===== config.mk =====
export PLATFORM = sky130hd
export DESIGN_NAME = psf_front
export DESIGN_NICKNAME = d
export VERILOG_FILES = /design/src/hdl/packet_slot_fifo_assert.svh /design/src/hdl/psf_pkg.sv /design/src/hdl/psf_front.sv
export SDC_FILE = /design/constraint.sdc
export NUM_CORES = 1
export LEC_CHECK = 0
export ABC_AREA = 1
export BUFFER_PORTS_ARGS = -buffer_cell sky130_fd_sc_hd__buf_2
export CAP_MARGIN = 20
export CORE_AREA = 10 10 84 86
export CTS_CLUSTER_SIZE = 8
export DETAILED_ROUTE_END_ITERATION = 8
export DIE_AREA = 0 0 94 96
export PLACE_DENSITY = 0.57
export SLEW_MARGIN = 15
export SYNTH_ARGS = -nofsm -noshare
export SYNTH_HDL_FRONTEND = slang
export SYNTH_SLANG_ARGS = --single-unit

===== constraint.sdc =====
create_clock -name clk_i -period 2.55 [get_ports clk_i]
set_input_delay 0.1275 -clock clk_i [delete_from_list [all_inputs] [get_ports clk_i]]
set_output_delay 0.1275 -clock clk_i [all_outputs]
set_load 0.005 [all_outputs]

===== src/hdl/packet_slot_fifo_assert.svh =====
// Assertion macros for the packet slot FIFO; included by the back end.
`ifndef PACKET_SLOT_FIFO_ASSERT_SVH
`define PACKET_SLOT_FIFO_ASSERT_SVH

// Same-cycle implication, sampled on clk_i, off while rst_ni is low.
`define PSF_ASSERT_IMP(lbl, ante, cons, msg) \
  lbl: assert property (@(posedge clk_i) disable iff (!rst_ni) (ante) |-> (cons)) \
    else $error(msg);

// Next-cycle implication, sampled on clk_i, off while rst_ni is low.
`define PSF_ASSERT_NXT(lbl, ante, cons, msg) \
  lbl: assert property (@(posedge clk_i) disable iff (!rst_ni) (ante) |=> (cons)) \
    else $error(msg);

`endif


===== src/hdl/psf_pkg.sv =====
// Types, constants and helpers for the packet slot FIFO.
package psf_pkg;

  localparam int unsigned SLOTS            = 64;
  localparam int unsigned MAX_PACKET_BYTES = 64;

  localparam int unsigned SLOT_W  = $clog2(SLOTS);
  localparam int unsigned OCC_W   = $clog2(SLOTS + 1);
  localparam int unsigned CNT_W   = $clog2(MAX_PACKET_BYTES + 1);
  localparam int unsigned IDX_W   = (MAX_PACKET_BYTES > 1) ? $clog2(MAX_PACKET_BYTES) : 1;
  localparam int unsigned ADDR_W  = $clog2(SLOTS * MAX_PACKET_BYTES);
  localparam int unsigned LEN_W   = 7;
  localparam int unsigned Q_DEPTH = 4;
  localparam int unsigned Q_AW    = $clog2(Q_DEPTH);

  localparam logic KIND_PUSH = 1'b0;
  localparam logic KIND_POP  = 1'b1;

  typedef enum logic [1:0] {
    ST_OK    = 2'd0,
    ST_BUSY  = 2'd1,
    ST_EMPTY = 2'd2,
    ST_TRUNC = 2'd3
  } status_e;

  typedef enum logic [1:0] {
    OP_PUSH     = 2'd0,
    OP_PUSH_END = 2'd1,
    OP_POP      = 2'd2
  } op_e;

  typedef struct packed {
    logic       kind;
    logic [7:0] data_byte;
    logic       has_byte;
    logic       last_byte;
  } in_item_t;

  typedef struct packed {
    status_e          status;
    logic [7:0]       out_byte;
    logic             byte_valid;
    logic             last;
    logic [LEN_W-1:0] packet_length;
  } out_item_t;

  typedef struct packed {
    op_e        op;
    logic [7:0] data;
    logic       has_byte;
  } cmd_t;

  // First byte address of a slot in the payload store.
  function automatic logic [ADDR_W-1:0] slot_base(logic [SLOT_W-1:0] slot);
    return ADDR_W'(slot) * ADDR_W'(MAX_PACKET_BYTES);
  endfunction

endpackage


===== src/hdl/psf_front.sv =====
// Front end: accepts beats, classifies them and queues commands for the back end.
module psf_front (
  input  logic            clk_i,
  input  logic            rst_ni,
  input  logic            start,
  output logic            busy,
  input  psf_pkg::in_item_t in_i,
  output logic            cmd_valid_o,
  output psf_pkg::cmd_t   cmd_o,
  input  logic            cmd_take_i
);
  import psf_pkg::*;

  cmd_t            q_mem [Q_DEPTH];
  logic [Q_AW-1:0] wr_ptr_q, wr_ptr_d;
  logic [Q_AW-1:0] rd_ptr_q, rd_ptr_d;
  logic [Q_AW:0]   cnt_q, cnt_d;
  logic            push, pop;
  cmd_t            cmd_new;

  assign busy        = (cnt_q == (Q_AW + 1)'(Q_DEPTH));
  assign cmd_valid_o = (cnt_q != '0);
  assign cmd_o       = q_mem[rd_ptr_q];
  assign push        = start && !busy;
  assign pop         = cmd_take_i && cmd_valid_o;

  always_comb begin
    if (in_i.kind == KIND_POP) begin
      cmd_new.op = OP_POP;
    end else if (in_i.last_byte) begin
      cmd_new.op = OP_PUSH_END;
    end else begin
      cmd_new.op = OP_PUSH;
    end
    cmd_new.data     = in_i.data_byte;
    cmd_new.has_byte = in_i.has_byte;
  end

  always_comb begin
    wr_ptr_d = wr_ptr_q;
    rd_ptr_d = rd_ptr_q;
    cnt_d    = cnt_q;
    if (push) begin
      wr_ptr_d = (wr_ptr_q == Q_AW'(Q_DEPTH - 1)) ? '0 : wr_ptr_q + 1'b1;
    end
    if (pop) begin
      rd_ptr_d = (rd_ptr_q == Q_AW'(Q_DEPTH - 1)) ? '0 : rd_ptr_q + 1'b1;
    end
    case ({push, pop})
      2'b10:   cnt_d = cnt_q + 1'b1;
      2'b01:   cnt_d = cnt_q - 1'b1;
      default: cnt_d = cnt_q;
    endcase
  end

  always_ff @(posedge clk_i or negedge rst_ni) begin
    if (!rst_ni) begin
      wr_ptr_q <= '0;
      rd_ptr_q <= '0;
      cnt_q    <= '0;
    end else begin
      wr_ptr_q <= wr_ptr_d;
      rd_ptr_q <= rd_ptr_d;
      cnt_q    <= cnt_d;
    end
  end

  always_ff @(posedge clk_i) begin
    if (push) begin
      q_mem[wr_ptr_q] <= cmd_new;
    end
  end

endmodule


Word level (Yosys, flattened, before mapping). Memory sizes are Yosys's and may differ from the RTL's. Index checks and enable logic that the tools add are counted.

Add/sub/neg operators: 4. Equality and inequality tests: 5. Muxes and demuxes: 7. Reduce and logical (&&, ||, !) cells: 5.

Operators with widths (number): == test 2 bit (second input constant) (3); 2-to-1 mux 2 bit (3); one-hot mux 3 bit (2 select lines) (1); adder 2 x 1 -> 2 bit (second input constant) (2); adder 3 x 1 -> 3 bit (second input constant) (1); == test 3 bit (second input constant) (1); 2-to-1 mux 1 bit (3); nonzero test 3 bit (1); subtractor 3 x 1 -> 3 bit (second input constant) (1); == test 2 x 1 -> 1 bit (second input constant) (1); logical AND 1 bit (2); nonzero test 2 bit (1); zero test 1 bit (1).

Register bits after elaboration: 7. Bits in writable memories: 44. Input port bits: 15. Output and inout port bits: 13. Word-level logic and storage cells: 25. Memories: 1.

Memories: q_mem (words 4, bits a word 11, read ports 1, clocked after memory_dff 0, wr ports 1, RTL line psf_front.sv:14) `cmd_t q_mem [Q_DEPTH];`.

Longest topological paths before layout.
Depth in word-level cells: 5. Depth in mapped cells: 12. Mapped depth without buffers: 12.

Least setup slack after synthesis. Ideal clock, no wire load.

Kind: register to register. From: reg cnt_q[0]. To: reg cnt_q[2]. Setup time: 0.117 ns. Data arrival time: 1.547 ns. Data required time: 2.433 ns. Slack: 0.886 ns. Cell stages (with the launch flop): 11. Buffers on the path: 0. Clock period less this slack: 1.664 ns. Cells stage by stage: dfrtp_1 -> inv_1 -> nand3_2 -> nand2_4 -> ha_1 -> inv_1 -> fa_1 -> nand2_1 -> nand3_1 -> nand2_1 -> nand2_1.

Word-level cells in the longest chain between the ends: 5. Elaborated cells between the ends (all ways): 11. Classes of those cells: add/sub: 2; eq/ne: 3; mux: 1; reduce/logical: 5.

RTL lines: from (decl) (RTL line psf_front.sv:17) `logic [Q_AW:0] cnt_q, cnt_d;`; from (signal assigned) (RTL line psf_front.sv:64) `cnt_q <= cnt_d;`; == test 3 bit (RTL line psf_front.sv:21) `assign busy = (cnt_q == (Q_AW + 1)'(Q_DEPTH));`; zero test 1 bit (RTL line psf_front.sv:24) `assign push = start && !busy;`; logical AND 1 bit (RTL line psf_front.sv:24); == test 2 x 1 -> 1 bit / == test 2 bit (equally long branches) (RTL line psf_front.sv:49) `case ({push, pop})`; one-hot mux 3 bit (2 select lines) / nonzero test 2 bit (equally long branches).

Parallel ways exist; a longest one is shown, timed or not. A chain may end at the register's enable or synchronous reset.

Worst setup path after layout. Same ends and word-level chain as after synthesis.

==> impl_metrics.py <==
metrics = {
    "synthesis": {
        "synth_top_area_share_pct": 58.86,
        "synth_area_um2": 2245,
        "yosysSeqAreaShare_pct": 66.67,
        "synth-seq-cells": 51,
        "yosysWarnings": 0,
        "syn_area_per_cell_um2": 11.81,
        "synthTopCellsByArea": "edfxtp_1, nand2_1, dfrtp_1, o211ai_1, inv_1",
        "yosysTopAreaCell": "edfxtp_1",
        "syn_inst": 190,
        "synth_cell_types": 16,
        "synth.net_count": 212,
    },
    "final_layout": {
        "multiInputGateArea_um2": 539.3,
        "final_util_pct": 47.94,
        "nFillCells": 497,
        "finalNonFillerCells": 297,
        "insertedDiodeCount": 0,
        "areaGrowthSynthToFinish_pct": 15.44,
        "nets": 246,
        "seq_area_um2": 1496,
        "layout-drive-gt1-share_pct": 19.11,
    },
    "routing": {
        "drt-initial-drc-count": 95,
        "routed_wl_mm": 3.730,
        "dr.pass1.iters": 4,
        "vias_per_cell": 4.485,
        "ant_nets": 0,
        "vias": 1332,
        "drc": 0,
        "routedWlPerCell_um": 12.56,
    },
    "timing": {
        "fin_setup_tns_ns": 0,
        "rsz0062_at_grt": "no",
        "fin_ws_ns": 0.7679,
        "fmax_mhz": 561.1,
        "final.period_utilization_pct": 69.88,
        "finalSetupViolCount": 0,
        "report.final.slew_viol_count": 0,
        "fin_skew_ns": 0.008161,
        "fin_crit_ns": 1.782,
        "worst_pin_slew_ns": 0.4376,
        "final_hold_viol_count": 0,
        "slew_headroom_pct": 70.83,
    },
    "clocking": {
        "clk_path_buf_depth": 2,
        "clkTransAtPathRegs_ns": 0.09,
        "cts_setup_buffers": 0,
        "clock_sinks": 51,
        "post_cts_resized": 0,
        "h-tree-depth": 2,
        "cts-root-buf": "clkbuf_8",
        "cts_tree": "yes",
        "numCtsBuffers": 5,
        "clk_latency_ns": 0.30,
    },
    "hold_path": {
        "hold_class": "primary input to flip-flop",
    },
    "place": {
        "pre_cts_ws_ns": 0.7599,
        "portBuffers": 27,
        "placed_cells": 288,
        "place_congestion": 0.7555,
        "dp_hpwl_mm": 2.533,
    },
    "setup_path": {
        "crit_chain": "inv_1, nand3_2, nand2_4, ha_1, inv_1, fa_1, nand2_1, nand3_1, nand2_1, nand2_1",
        "crit_buf_inv": 2,
        "required_ns": 2.75,
        "worstPathMaxFanout": 7,
        "slowest_delay_ns": 0.40,
        "critPathSlowestCell": "dfrtp_1",
        "crit_family": "simple AND/OR/NAND/NOR gates",
        "critPathCaptureType": "flip-flop",
        "crit_top_cell": "nand2_1",
        "startpoint_type": "flip-flop",
        "critPathKind": "flip-flop to flip-flop",
        "cp.arrival_ns": 1.98,
    },
    "global_routing": {
        "grt_pass1_vias": 1295,
        "grt_pass1_wl_mm": 6.134,
        "grt_overflow": 0,
        "grt_max_degree": 48,
        "grt_usage_pct": 8.861,
        "antenna_found_initial": 0,
    },
    "power_and_ir_drop": {
        "ir_drop_mv": 0.4469,
        "power_density_nw_per_um2": 1088,
        "finalPower_mw": 2.819,
        "leakagePower_nw": 1.126,
    },
    "job": {
        "maxCapViolCount": 0,
    },
    "floorplanning": {
        "ios": 28,
        "die_area_um2": 9024,
        "start_util_pct": 41.53,
        "die_w_um": 94,
        "coreArea_um2": 5405,
        "rows": 27,
        "die_y_um": 96,
    },
    "run_status": {
        "status": "completed",
    },
}
-- registers in the layout, indices dropped and copies added, names as in the netlist --
register and flops:
rd_ptr_q 2, q_mem 44, cnt_q 3, wr_ptr_q 2
-- per-layer routing --
metal | part of all wire [%] | GRT usage (%)
met4 | 1.6 | 4.177
met2 | 46 | 14.06
met5 | 0 | 0
met1 | 46 | 10.32
met3 | 6.6 | 3.580
-- logic make-up after synthesis --
kind of cell             count (synthesis)  synth area share [%]
AND/OR/NAND/NOR                         63                 11.82
flip-flops                              51                 66.67
XOR/XNOR                                 1                0.3903
adder cells (fa/ha/maj)                  7                 4.236
buffers and inverters                   45                 9.309
AO/OA/AOI/OAI                           23                 7.581
-- report_power, final --
part           switching, mW  internal [mW]
Combinational          0.617          0.388
Sequential            0.0622           1.11
Clock                  0.248          0.392
Total                  0.927           1.89
-- area by class of cell --
cell class | instances | share of cell area, %
sequential | 51 | 57.75
multi-input combinational | 94 | 20.81
timing repair buffer | 34 | 7.339
inverter | 38 | 5.505
tap | 72 | 3.477
clock buffer | 6 | 2.801
clock inverter | 2 | 2.318
-- cells in the mapped netlist --
library cell   n
ha_1           6
buf_2          2
o21ai_0        1
inv_1         38
fa_1           1
xnor2_1        1
nand2_1       47
nand2_4        1
buf_6          5
nand4_1        1
nand3_1        5
nand3_2        2
o211ai_1      22
dfrtp_1        7
edfxtp_1      44
nor2_1         7
-- layout by cell type (no fill, tap or decap) --
cell / synthesis / routed
clkbuf_8: 0 / 5
bufinv_16: 0 / 2
nand3_2: 2 / 2
xnor2_1: 1 / 1
o21ai_0: 1 / 1
buf_2: 2 / 27
inv_1: 38 / 38
nand2_1: 47 / 47
nand2_4: 1 / 1
dlygate4sd3_1: 0 / 1
dfrtp_1: 7 / 7
clkbuf_1: 0 / 1
fa_1: 1 / 1
nand4_1: 1 / 1
nor2_1: 7 / 7
o211ai_1: 22 / 22
nand3_1: 5 / 5
buf_4: 0 / 6
edfxtp_1: 44 / 44
ha_1: 6 / 6
-- worst paths after layout --
path,start,end,slack (ns),cells after the start
max,cnt_q[0],cnt_q[2],0.77,10
min,in_i[8],q_mem[0][7],0.04,1
max reg2reg,cnt_q[0],cnt_q[2],0.77,10
min reg2reg,cnt_q[0],cnt_q[0],0.48,1
max in group asynchronous,rst_ni,cnt_q[1],2.20,2
min in group asynchronous,rst_ni,cnt_q[2],0.19,2
-- per-stage QoR --
step | instance area (um^2) | hold slack (ns)
4_1_cts | 2591 | 0.03115
6_report | 2591 | 0.03907
3_3_place_gp | 2449 | -0.02854
2_1_floorplan | 2245 | -0.1681
5_1_grt | 2591 | 0.02266
3_5_place_dp | 2449 | -0.02575
-- what timing repair did --
| action | in CTS | in global routing |
|---|---|---|
| hold buffers | 1 | 0 |
| hold endpoints to repair | 7 | 0 |
| endpoints found under the setup margin | 0 | 0 |
(Power assumes the default switching activity.)
